## config.mk

```make
export PLATFORM = sky130hd
export DESIGN_NAME = battery_level_hysteresis_monitor_core
export DESIGN_NICKNAME = d
export VERILOG_FILES = /design/src/blhm_pkg.sv /design/src/blhm_cell.sv /design/src/blhm_window.sv /design/src/blhm_level.sv /design/src/battery_level_hysteresis_monitor_core.sv
export SDC_FILE = /design/constraint.sdc
export NUM_CORES = 1
export LEC_CHECK = 0
export ABC_AREA = 1
export BUFFER_PORTS_ARGS = -buffer_cell sky130_fd_sc_hd__buf_2
export CAP_MARGIN = 20
export CORE_UTILIZATION = 56
export DETAILED_ROUTE_END_ITERATION = 16
export MAX_ROUTING_LAYER = met4
export PLACE_DENSITY = 0.8
export RECOVER_POWER = 50
export SYNTH_ARGS = -nofsm -noshare
export SYNTH_HDL_FRONTEND = slang
export SYNTH_SLANG_ARGS = --single-unit
export TNS_END_PERCENT = 50
```

## constraint.sdc

```tcl
create_clock -name clk -period 2.8 [get_ports clk]
set_input_delay 0.28 -clock clk [delete_from_list [all_inputs] [get_ports clk]]
set_output_delay 0.28 -clock clk [all_outputs]
set_load 0.005 [all_outputs]
```

## src/blhm_pkg.sv

```systemverilog
`timescale 1ns / 1ps
`default_nettype none

package blhm_pkg;

  localparam int WINDOW_SIZE = 16;
  localparam int WIN_LOG2    = $clog2(WINDOW_SIZE);
  localparam int SAMPLE_W    = 12;
  localparam int SUM_W       = $clog2(WINDOW_SIZE * 4095 + 1);
  localparam int THRESH_W    = 12;
  localparam int HYST_W      = 10;
  localparam int PERIOD_W    = 16;
  localparam int CFG_IDX_W   = 8;
  localparam int CFG_DATA_W  = 16;

  localparam logic [CFG_IDX_W-1:0] REG_HALF_THRESHOLD  = 8'd0;
  localparam logic [CFG_IDX_W-1:0] REG_EMPTY_THRESHOLD = 8'd1;
  localparam logic [CFG_IDX_W-1:0] REG_HYSTERESIS      = 8'd2;
  localparam logic [CFG_IDX_W-1:0] REG_MEASURE_PERIOD  = 8'd3;

  localparam logic [THRESH_W-1:0] HALF_THRESHOLD_RST  = 12'd2000;
  localparam logic [THRESH_W-1:0] EMPTY_THRESHOLD_RST = 12'd1800;
  localparam logic [HYST_W-1:0]   HYSTERESIS_RST      = 10'd60;
  localparam logic [PERIOD_W-1:0] MEASURE_PERIOD_RST  = 16'd999;

  localparam logic [0:0] CMD_SAMPLE = 1'b0;
  localparam logic [0:0] CMD_TICK   = 1'b1;

  typedef enum logic [1:0] {
    LEVEL_FULL  = 2'd0,
    LEVEL_HALF  = 2'd1,
    LEVEL_EMPTY = 2'd2
  } level_t;

  typedef struct packed {
    logic [THRESH_W-1:0] half_threshold;
    logic [THRESH_W-1:0] empty_threshold;
    logic [HYST_W-1:0]   hysteresis;
    logic [PERIOD_W-1:0] measure_period;
  } cfg_t;

endpackage

`default_nettype wire

```

## src/blhm_cell.sv

```systemverilog
`timescale 1ns / 1ps
`default_nettype none

module blhm_cell (
  input  wire                            clk,
  input  wire                            rst,
  input  wire                            shift,
  input  wire  [blhm_pkg::SAMPLE_W-1:0]  d,
  output logic [blhm_pkg::SAMPLE_W-1:0]  q
);

  always_ff @(posedge clk) begin
    if (rst) begin
      q <= '0;
    end else if (shift) begin
      q <= d;
    end
  end

endmodule

`default_nettype wire

```

## src/blhm_window.sv

```systemverilog
`timescale 1ns / 1ps
`default_nettype none

module blhm_window (
  input  wire                            clk,
  input  wire                            rst,
  input  wire                            push,
  input  wire  [blhm_pkg::SAMPLE_W-1:0]  sample,
  output logic [blhm_pkg::SAMPLE_W-1:0]  mean
);

  logic [blhm_pkg::SAMPLE_W-1:0] taps [blhm_pkg::WINDOW_SIZE];
  logic [blhm_pkg::SUM_W-1:0]    window_sum;
  logic [blhm_pkg::SUM_W-1:0]    window_sum_next;

  for (genvar i = 0; i < blhm_pkg::WINDOW_SIZE; i++) begin : g_cell
    if (i == 0) begin : g_head
      blhm_cell u_cell (
        .clk   (clk),
        .rst   (rst),
        .shift (push),
        .d     (sample),
        .q     (taps[i])
      );
    end else begin : g_body
      blhm_cell u_cell (
        .clk   (clk),
        .rst   (rst),
        .shift (push),
        .d     (taps[i-1]),
        .q     (taps[i])
      );
    end
  end

  // The oldest sample leaves the last cell as the new one enters the first.
  assign window_sum_next = window_sum
                         - blhm_pkg::SUM_W'(taps[blhm_pkg::WINDOW_SIZE-1])
                         + blhm_pkg::SUM_W'(sample);

  always_ff @(posedge clk) begin
    if (rst) begin
      window_sum <= '0;
    end else if (push) begin
      window_sum <= window_sum_next;
    end
  end

  assign mean = blhm_pkg::SAMPLE_W'(window_sum >> blhm_pkg::WIN_LOG2);

endmodule

`default_nettype wire

```

## src/blhm_level.sv

```systemverilog
`timescale 1ns / 1ps
`default_nettype none

module blhm_level (
  input  wire                            clk,
  input  wire                            rst,
  input  wire                            update,
  input  wire  [blhm_pkg::SAMPLE_W-1:0]  mean,
  input  blhm_pkg::cfg_t                 cfg,
  output blhm_pkg::level_t               level_next,
  output logic                           changed
);

  blhm_pkg::level_t            battery_level;
  logic [blhm_pkg::SAMPLE_W:0] half_up;
  logic [blhm_pkg::SAMPLE_W:0] empty_up;
  logic [blhm_pkg::SAMPLE_W:0] mean_ext;

  assign mean_ext = (blhm_pkg::SAMPLE_W + 1)'(mean);
  assign half_up  = (blhm_pkg::SAMPLE_W + 1)'(cfg.half_threshold)
                  + (blhm_pkg::SAMPLE_W + 1)'(cfg.hysteresis);
  assign empty_up = (blhm_pkg::SAMPLE_W + 1)'(cfg.empty_threshold)
                  + (blhm_pkg::SAMPLE_W + 1)'(cfg.hysteresis);

  always_comb begin
    level_next = battery_level;
    unique case (battery_level)
      blhm_pkg::LEVEL_FULL: begin
        if (mean < cfg.half_threshold) begin
          level_next = blhm_pkg::LEVEL_HALF;
        end
      end
      blhm_pkg::LEVEL_HALF: begin
        priority if (mean < cfg.empty_threshold) begin
          level_next = blhm_pkg::LEVEL_EMPTY;
        end else if (mean_ext > half_up) begin
          level_next = blhm_pkg::LEVEL_FULL;
        end else begin
          level_next = blhm_pkg::LEVEL_HALF;
        end
      end
      blhm_pkg::LEVEL_EMPTY: begin
        if (mean_ext > empty_up) begin
          level_next = blhm_pkg::LEVEL_HALF;
        end
      end
      default: begin
        level_next = battery_level;
      end
    endcase
  end

  assign changed = (level_next != battery_level);

  always_ff @(posedge clk) begin
    if (rst) begin
      battery_level <= blhm_pkg::LEVEL_FULL;
    end else if (update) begin
      battery_level <= level_next;
    end
  end

endmodule

`default_nettype wire

```

## src/battery_level_hysteresis_monitor_core.sv

```systemverilog
// Channel | Direction | Handshake            | Payload
// in      | input     | in_valid / in_ready  | command, sample_value
// out     | output    | out_valid / out_ready| level, mean_value, level_changed
// cfg     | input     | cfg_valid / cfg_ready| cfg_index, cfg_data
//
// A new word is accepted in each cycle while in_ready is high.
// A tick that ends a period loads the output register in the cycle it is accepted.
// Input stalls only while a result sits in the output register and out_ready is low.
// Reset clears the sample cells, the sum, the tick count and the level.
// The configuration port is always ready.
`timescale 1ns / 1ps
`default_nettype none

module battery_level_hysteresis_monitor_core (
  input  wire                              clk,
  input  wire                              rst,
  input  wire                              in_valid,
  output logic                             in_ready,
  input  wire                              command,
  input  wire  [blhm_pkg::SAMPLE_W-1:0]    sample_value,
  output logic                             out_valid,
  input  wire                              out_ready,
  output logic [1:0]                       level,
  output logic [blhm_pkg::SAMPLE_W-1:0]    mean_value,
  output logic                             level_changed,
  input  wire                              cfg_valid,
  output logic                             cfg_ready,
  input  wire  [blhm_pkg::CFG_IDX_W-1:0]   cfg_index,
  input  wire  [blhm_pkg::CFG_DATA_W-1:0]  cfg_data
);

  blhm_pkg::cfg_t                cfg;
  blhm_pkg::level_t              level_next;
  logic                          changed;
  logic [blhm_pkg::SAMPLE_W-1:0] mean;
  logic [blhm_pkg::PERIOD_W-1:0] tick_count;
  logic [blhm_pkg::PERIOD_W-1:0] tick_count_next;
  logic                          in_fire;
  logic                          push;
  logic                          tick;
  logic                          measure;

  assign cfg_ready = 1'b1;
  assign in_ready  = !out_valid || out_ready;
  assign in_fire   = in_valid && in_ready;
  assign push      = in_fire && (command == blhm_pkg::CMD_SAMPLE);
  assign tick      = in_fire && (command == blhm_pkg::CMD_TICK);

  assign tick_count_next = tick_count + 1'b1;
  assign measure         = tick && (tick_count_next >= cfg.measure_period);

  always_ff @(posedge clk) begin
    if (rst) begin
      cfg.half_threshold  <= blhm_pkg::HALF_THRESHOLD_RST;
      cfg.empty_threshold <= blhm_pkg::EMPTY_THRESHOLD_RST;
      cfg.hysteresis      <= blhm_pkg::HYSTERESIS_RST;
      cfg.measure_period  <= blhm_pkg::MEASURE_PERIOD_RST;
    end else if (cfg_valid && cfg_ready) begin
      unique case (cfg_index)
        blhm_pkg::REG_HALF_THRESHOLD:
          cfg.half_threshold <= cfg_data[blhm_pkg::THRESH_W-1:0];
        blhm_pkg::REG_EMPTY_THRESHOLD:
          cfg.empty_threshold <= cfg_data[blhm_pkg::THRESH_W-1:0];
        blhm_pkg::REG_HYSTERESIS:
          cfg.hysteresis <= cfg_data[blhm_pkg::HYST_W-1:0];
        blhm_pkg::REG_MEASURE_PERIOD:
          cfg.measure_period <= cfg_data[blhm_pkg::PERIOD_W-1:0];
        default: begin
        end
      endcase
    end
  end

  always_ff @(posedge clk) begin
    if (rst) begin
      tick_count <= '0;
    end else if (measure) begin
      tick_count <= '0;
    end else if (tick) begin
      tick_count <= tick_count_next;
    end
  end

  blhm_window u_window (
    .clk    (clk),
    .rst    (rst),
    .push   (push),
    .sample (sample_value),
    .mean   (mean)
  );

  blhm_level u_level (
    .clk        (clk),
    .rst        (rst),
    .update     (measure),
    .mean       (mean),
    .cfg        (cfg),
    .level_next (level_next),
    .changed    (changed)
  );

  always_ff @(posedge clk) begin
    if (rst) begin
      out_valid <= 1'b0;
    end else if (in_ready) begin
      out_valid <= measure;
    end
  end

  always_ff @(posedge clk) begin
    if (measure) begin
      level         <= 2'(level_next);
      mean_value    <= mean;
      level_changed <= changed;
    end
  end

  a_ready_when_empty: assert property (@(posedge clk) disable iff (rst)
    !out_valid |-> in_ready)
    else $error("Input stalled with an empty output register.");

  a_sample_no_result: assert property (@(posedge clk) disable iff (rst)
    push |=> !out_valid)
    else $error("A sample word produced a result.");

  a_measure_result: assert property (@(posedge clk) disable iff (rst)
    measure |=> out_valid && (mean_value == $past(mean)))
    else $error("A measurement did not load the output register.");

  a_tick_count_cleared: assert property (@(posedge clk) disable iff (rst)
    measure |=> tick_count == '0)
    else $error("Tick count not cleared after a measurement.");

endmodule

`default_nettype wire
```

==> results.md <==
- Syn Inst Count: about 1,800
- Avg WL per Cell: ~15 µm
- Critical Path Start Type: flip-flop
- Busiest grt layer: met2
- RSZ-0062 raised after global routing: yes
- Run status: finished, violations left
- Met3 GRT Util: 0.0332
- Core box area: roughly 24,000 µm²
- Io pins: 60
- Number of global-route vias before repair: approximately 12,000
- PD cells: between 600 and 700 nW/µm²
- Design Power: roughly 10 mW
- CTS tree: done
- Worst Path Class, Setup: reg -> reg
- Final WL: between 30 and 40 mm
- CP max FO: 3
- Clk slew on worst S/H paths: ~0.060 ns
- Setup violators final: 37
- Share of flip-flops with an asynchronous set or reset: 0
- P_leak: 7.98 nW
- Max-slew violation count: 305
- Routed Antenna Nets: 0
- GR Util met2: 0.455
- Layout cell share with drive strength beyond 1: 0.153
- Cell Rows: 57
- CP required: about 3.2 ns
- Placed cell areas: 14,800 µm²
- Placed Instances: ~2,200
- Syn. warnings: 0
- Design area: between 15,000 and 20,000 µm²
- Unique cell type count in the Yosys netlist: between 40 and 50
- Crit path capture type: flip-flop
- Die width: between 150 and 200 µm
- Slew @ Worst Pin: 1.84 ns
- Slowest-stage cell, CP: dfxtp_4
- Top cells by area, synth: dfxtp_1 (40%), nor2_1 (11%), o21ai_0 (9.3%), ha_1 (9.0%), inv_1 (4.8%)
- Iter 0 DRT Violations: a little under 1,000
- Number of synthesized flops with an enable pin: 15
- Leading cell types in the layout, fill and taps excluded: nor2_1 (397), dfxtp_1 (269), o21ai_0 (248)
- GR Util met1: 0.323
- Max-cap viol count: 2
- Synth top area share: 0.403
- Total GRT Usage: 0.268
- Fillcell total: about 1,900
- FMAX: approximately 0.32 GHz
- Die height: around 160 µm
- H-tree Lvls: 1
- IO Port Bufs: 58
- Mapped Area: roughly 14,000 µm²
- Syn Nets: approximately 2,000
- Hold path endpoint: cfg[13]
- Hold Crit Class: in -> reg
- Skew-Pair Late Insertion Delay: around 0.57 ns
- Hold depth: 3
- Yosys top cell by area: dfxtp_1
- Num CTS Buffers: 29
- Worst R2R Path Depth: 23
- Register area share after synthesis: 0.436
- Final period util: 1.13
- Tmin final: around 3.2 ns
- Yosys reg bits: between 200 and 300
- Clock root buffer: clkbuf_16
- Layout area overhead: 18.8%
- DRC Markers: 0
- Worst r2r dst: tick_count[12]
- Via count: between 10,000 and 15,000
- Critical path arrival: 3.61 ns
- Final Skew: 0.0185 ns
- DRT Pass-1 Iters: 7
- IR drop worst, VDD: around 0.56 mV
- Initial Util: 0.568
- Grt total ovfl: 0
- Largest net degree at the start of global routing: ~210
- Layout Utilization: 0.675
- Failing checks: capacitance limit, slew limit, setup timing
- Initial antenna violation count: 2
- Reg2reg start: tick_count[1]
- FF+latch area: 6010 µm²
- Hold_sp: cfg_data[13]
- Die area: ~25,000 µm²
- Most common cell after layout, fill and taps aside: nor2_1
- Vias per inst: 5.42
- Routability congestion estimate: between 0.9 and 1
- First-pass GRT wire length: between 50 and 60 mm
- Syn avg cell area: 7.70 µm²
- Worst relative slew slack: -0.229
- Sink Count: around 290
- Fin cells: approximately 2,200
- Crit-path cells: ha_4, nand2_4, nor2_4, nand2_2, nor2_4, nand2_2, nor3_4, buf_4, xor2_2, inv_1, buf_4, buf_4, buf_4, buf_4, buf_4, buf_4, buf_4, buf_4, buf_4, buf_4, buf_4, nor2_4, a211oi_2
- CP max stage delay: ~0.37 ns
- Post-place setup slack: -0.289 ns
- Multi-input gate area: approximately 7100 µm²
- Final setup margin: -0.364 ns
- Post-synth top flop: dfxtp_1
- Critical Path Most Common Cell: buf_4
- Fin. Hold Viols: 0
- Post-detail-place hpwl: roughly 21 mm
- Reg-to-reg slack, setup: -0.36 ns
- Final nets: slightly above 2,000
- Max Buffers Root-to-Sink: 3
## kinds of logic (layout without fill, tap and decap cells)
group           count (synthesis)  count (layout)  synth area share
fa+ha+maj                     113             113             0.110
compound gates                433             433             0.166
other cells                     1               3          0.000272
flops                         292             292             0.436
xor+xnor                       43              43            0.0274
simple gates                  637             638             0.186
buf+inv                       268             400            0.0750
## worst max path at each step
stage,start,end,slack (ns),cells past startpoint
2_1_floorplan,cfg[16],level_changed,-0.02,16
3_3_place_gp,cfg[16],level_changed,-0.21,22
3_5_place_dp,cfg[29],level_changed,-0.29,20
4_1_cts,cfg[16],level_changed,-0.21,22
5_1_grt,tick_count[1],mean_value[9],-0.48,18
6_report,tick_count[1],tick_count[12],-0.36,23
## worst max-delay path: cells and delay by family, from the launching register on
kind / cells / cell delay, ns
DFF: 1 / 0.37
adders and majority gates: 1 / 0.15
buffers and inverters: 13 / 1.60
xor gates and xnor gates: 1 / 0.11
and+or+nand+nor: 7 / 0.74
AOI/OAI and AO/OA: 1 / 0.05
## layout make-up
cell class / count / area share
inverter: 182 / 0.0423
clock inverter: 12 / 0.00979
tap: 324 / 0.0248
multi-input combinational: 1228 / 0.437
sequential: 292 / 0.368
antenna: 2 / 0.000306
clock buffer: 41 / 0.0508
timing repair buffer: 165 / 0.0678
## where the power goes
part	switching [mW]	internal [mW]	total, mW
Clock	1.65	2.35	4.01
Combinational	0.993	0.617	1.61
Sequential	0.140	4.44	4.58
Total	2.79	7.41	10.2
## cell usage after synthesis (all sizes together), types with 19 or more instances
master,instances
a21oi,126
clkbuf,67
inv,181
nand2,171
buf,19
dfxtp,277
xor2,34
ha,99
o21ai,262
nand3,34
nor2,408
o211ai,22
## metrics by stage
step	TNS (ns)	hold slack, ns
final	-9.84	0.00867
after global routing	-16.53	0.0169
after CTS	-2.04	0.00152
after detailed placement	-5.67	0.457
after global placement	-2.47	0.443
after floorplan	-0.0184	0.408
## state kept, by name, indices dropped and copies added (netlist names)
signal	flops
cfg	50
level	2
level_changed	1
mean_value	12
out_valid	1
tick_count	16
u_level.battery_level	2
u_window.g_cell.g_body.u_cell.q	180
u_window.g_cell.g_head.u_cell.q	12
u_window.window_sum	16
## repair_timing
| item | 4_1_cts | 5_1_grt |
|---|---|---|
| gates resized for setup | 47 | 46 |
| endpoints found under the hold margin | 2 | 0 |
| setup buffers | 16 | 12 |
| pin swaps | 4 | 33 |
| hold buffers | 2 | 0 |
| setup endpoints to repair | 37 | 38 |
| cloned | 2 | 0 |
## per-layer routing
metal / routed length (µm) / share of wire
met4: 1440 / 0.043
met2: 16600 / 0.49
met5: 0 / 0
met1: 14300 / 0.42
met3: 1400 / 0.041
No activity file was read; power rests on OpenSTA's default activity.
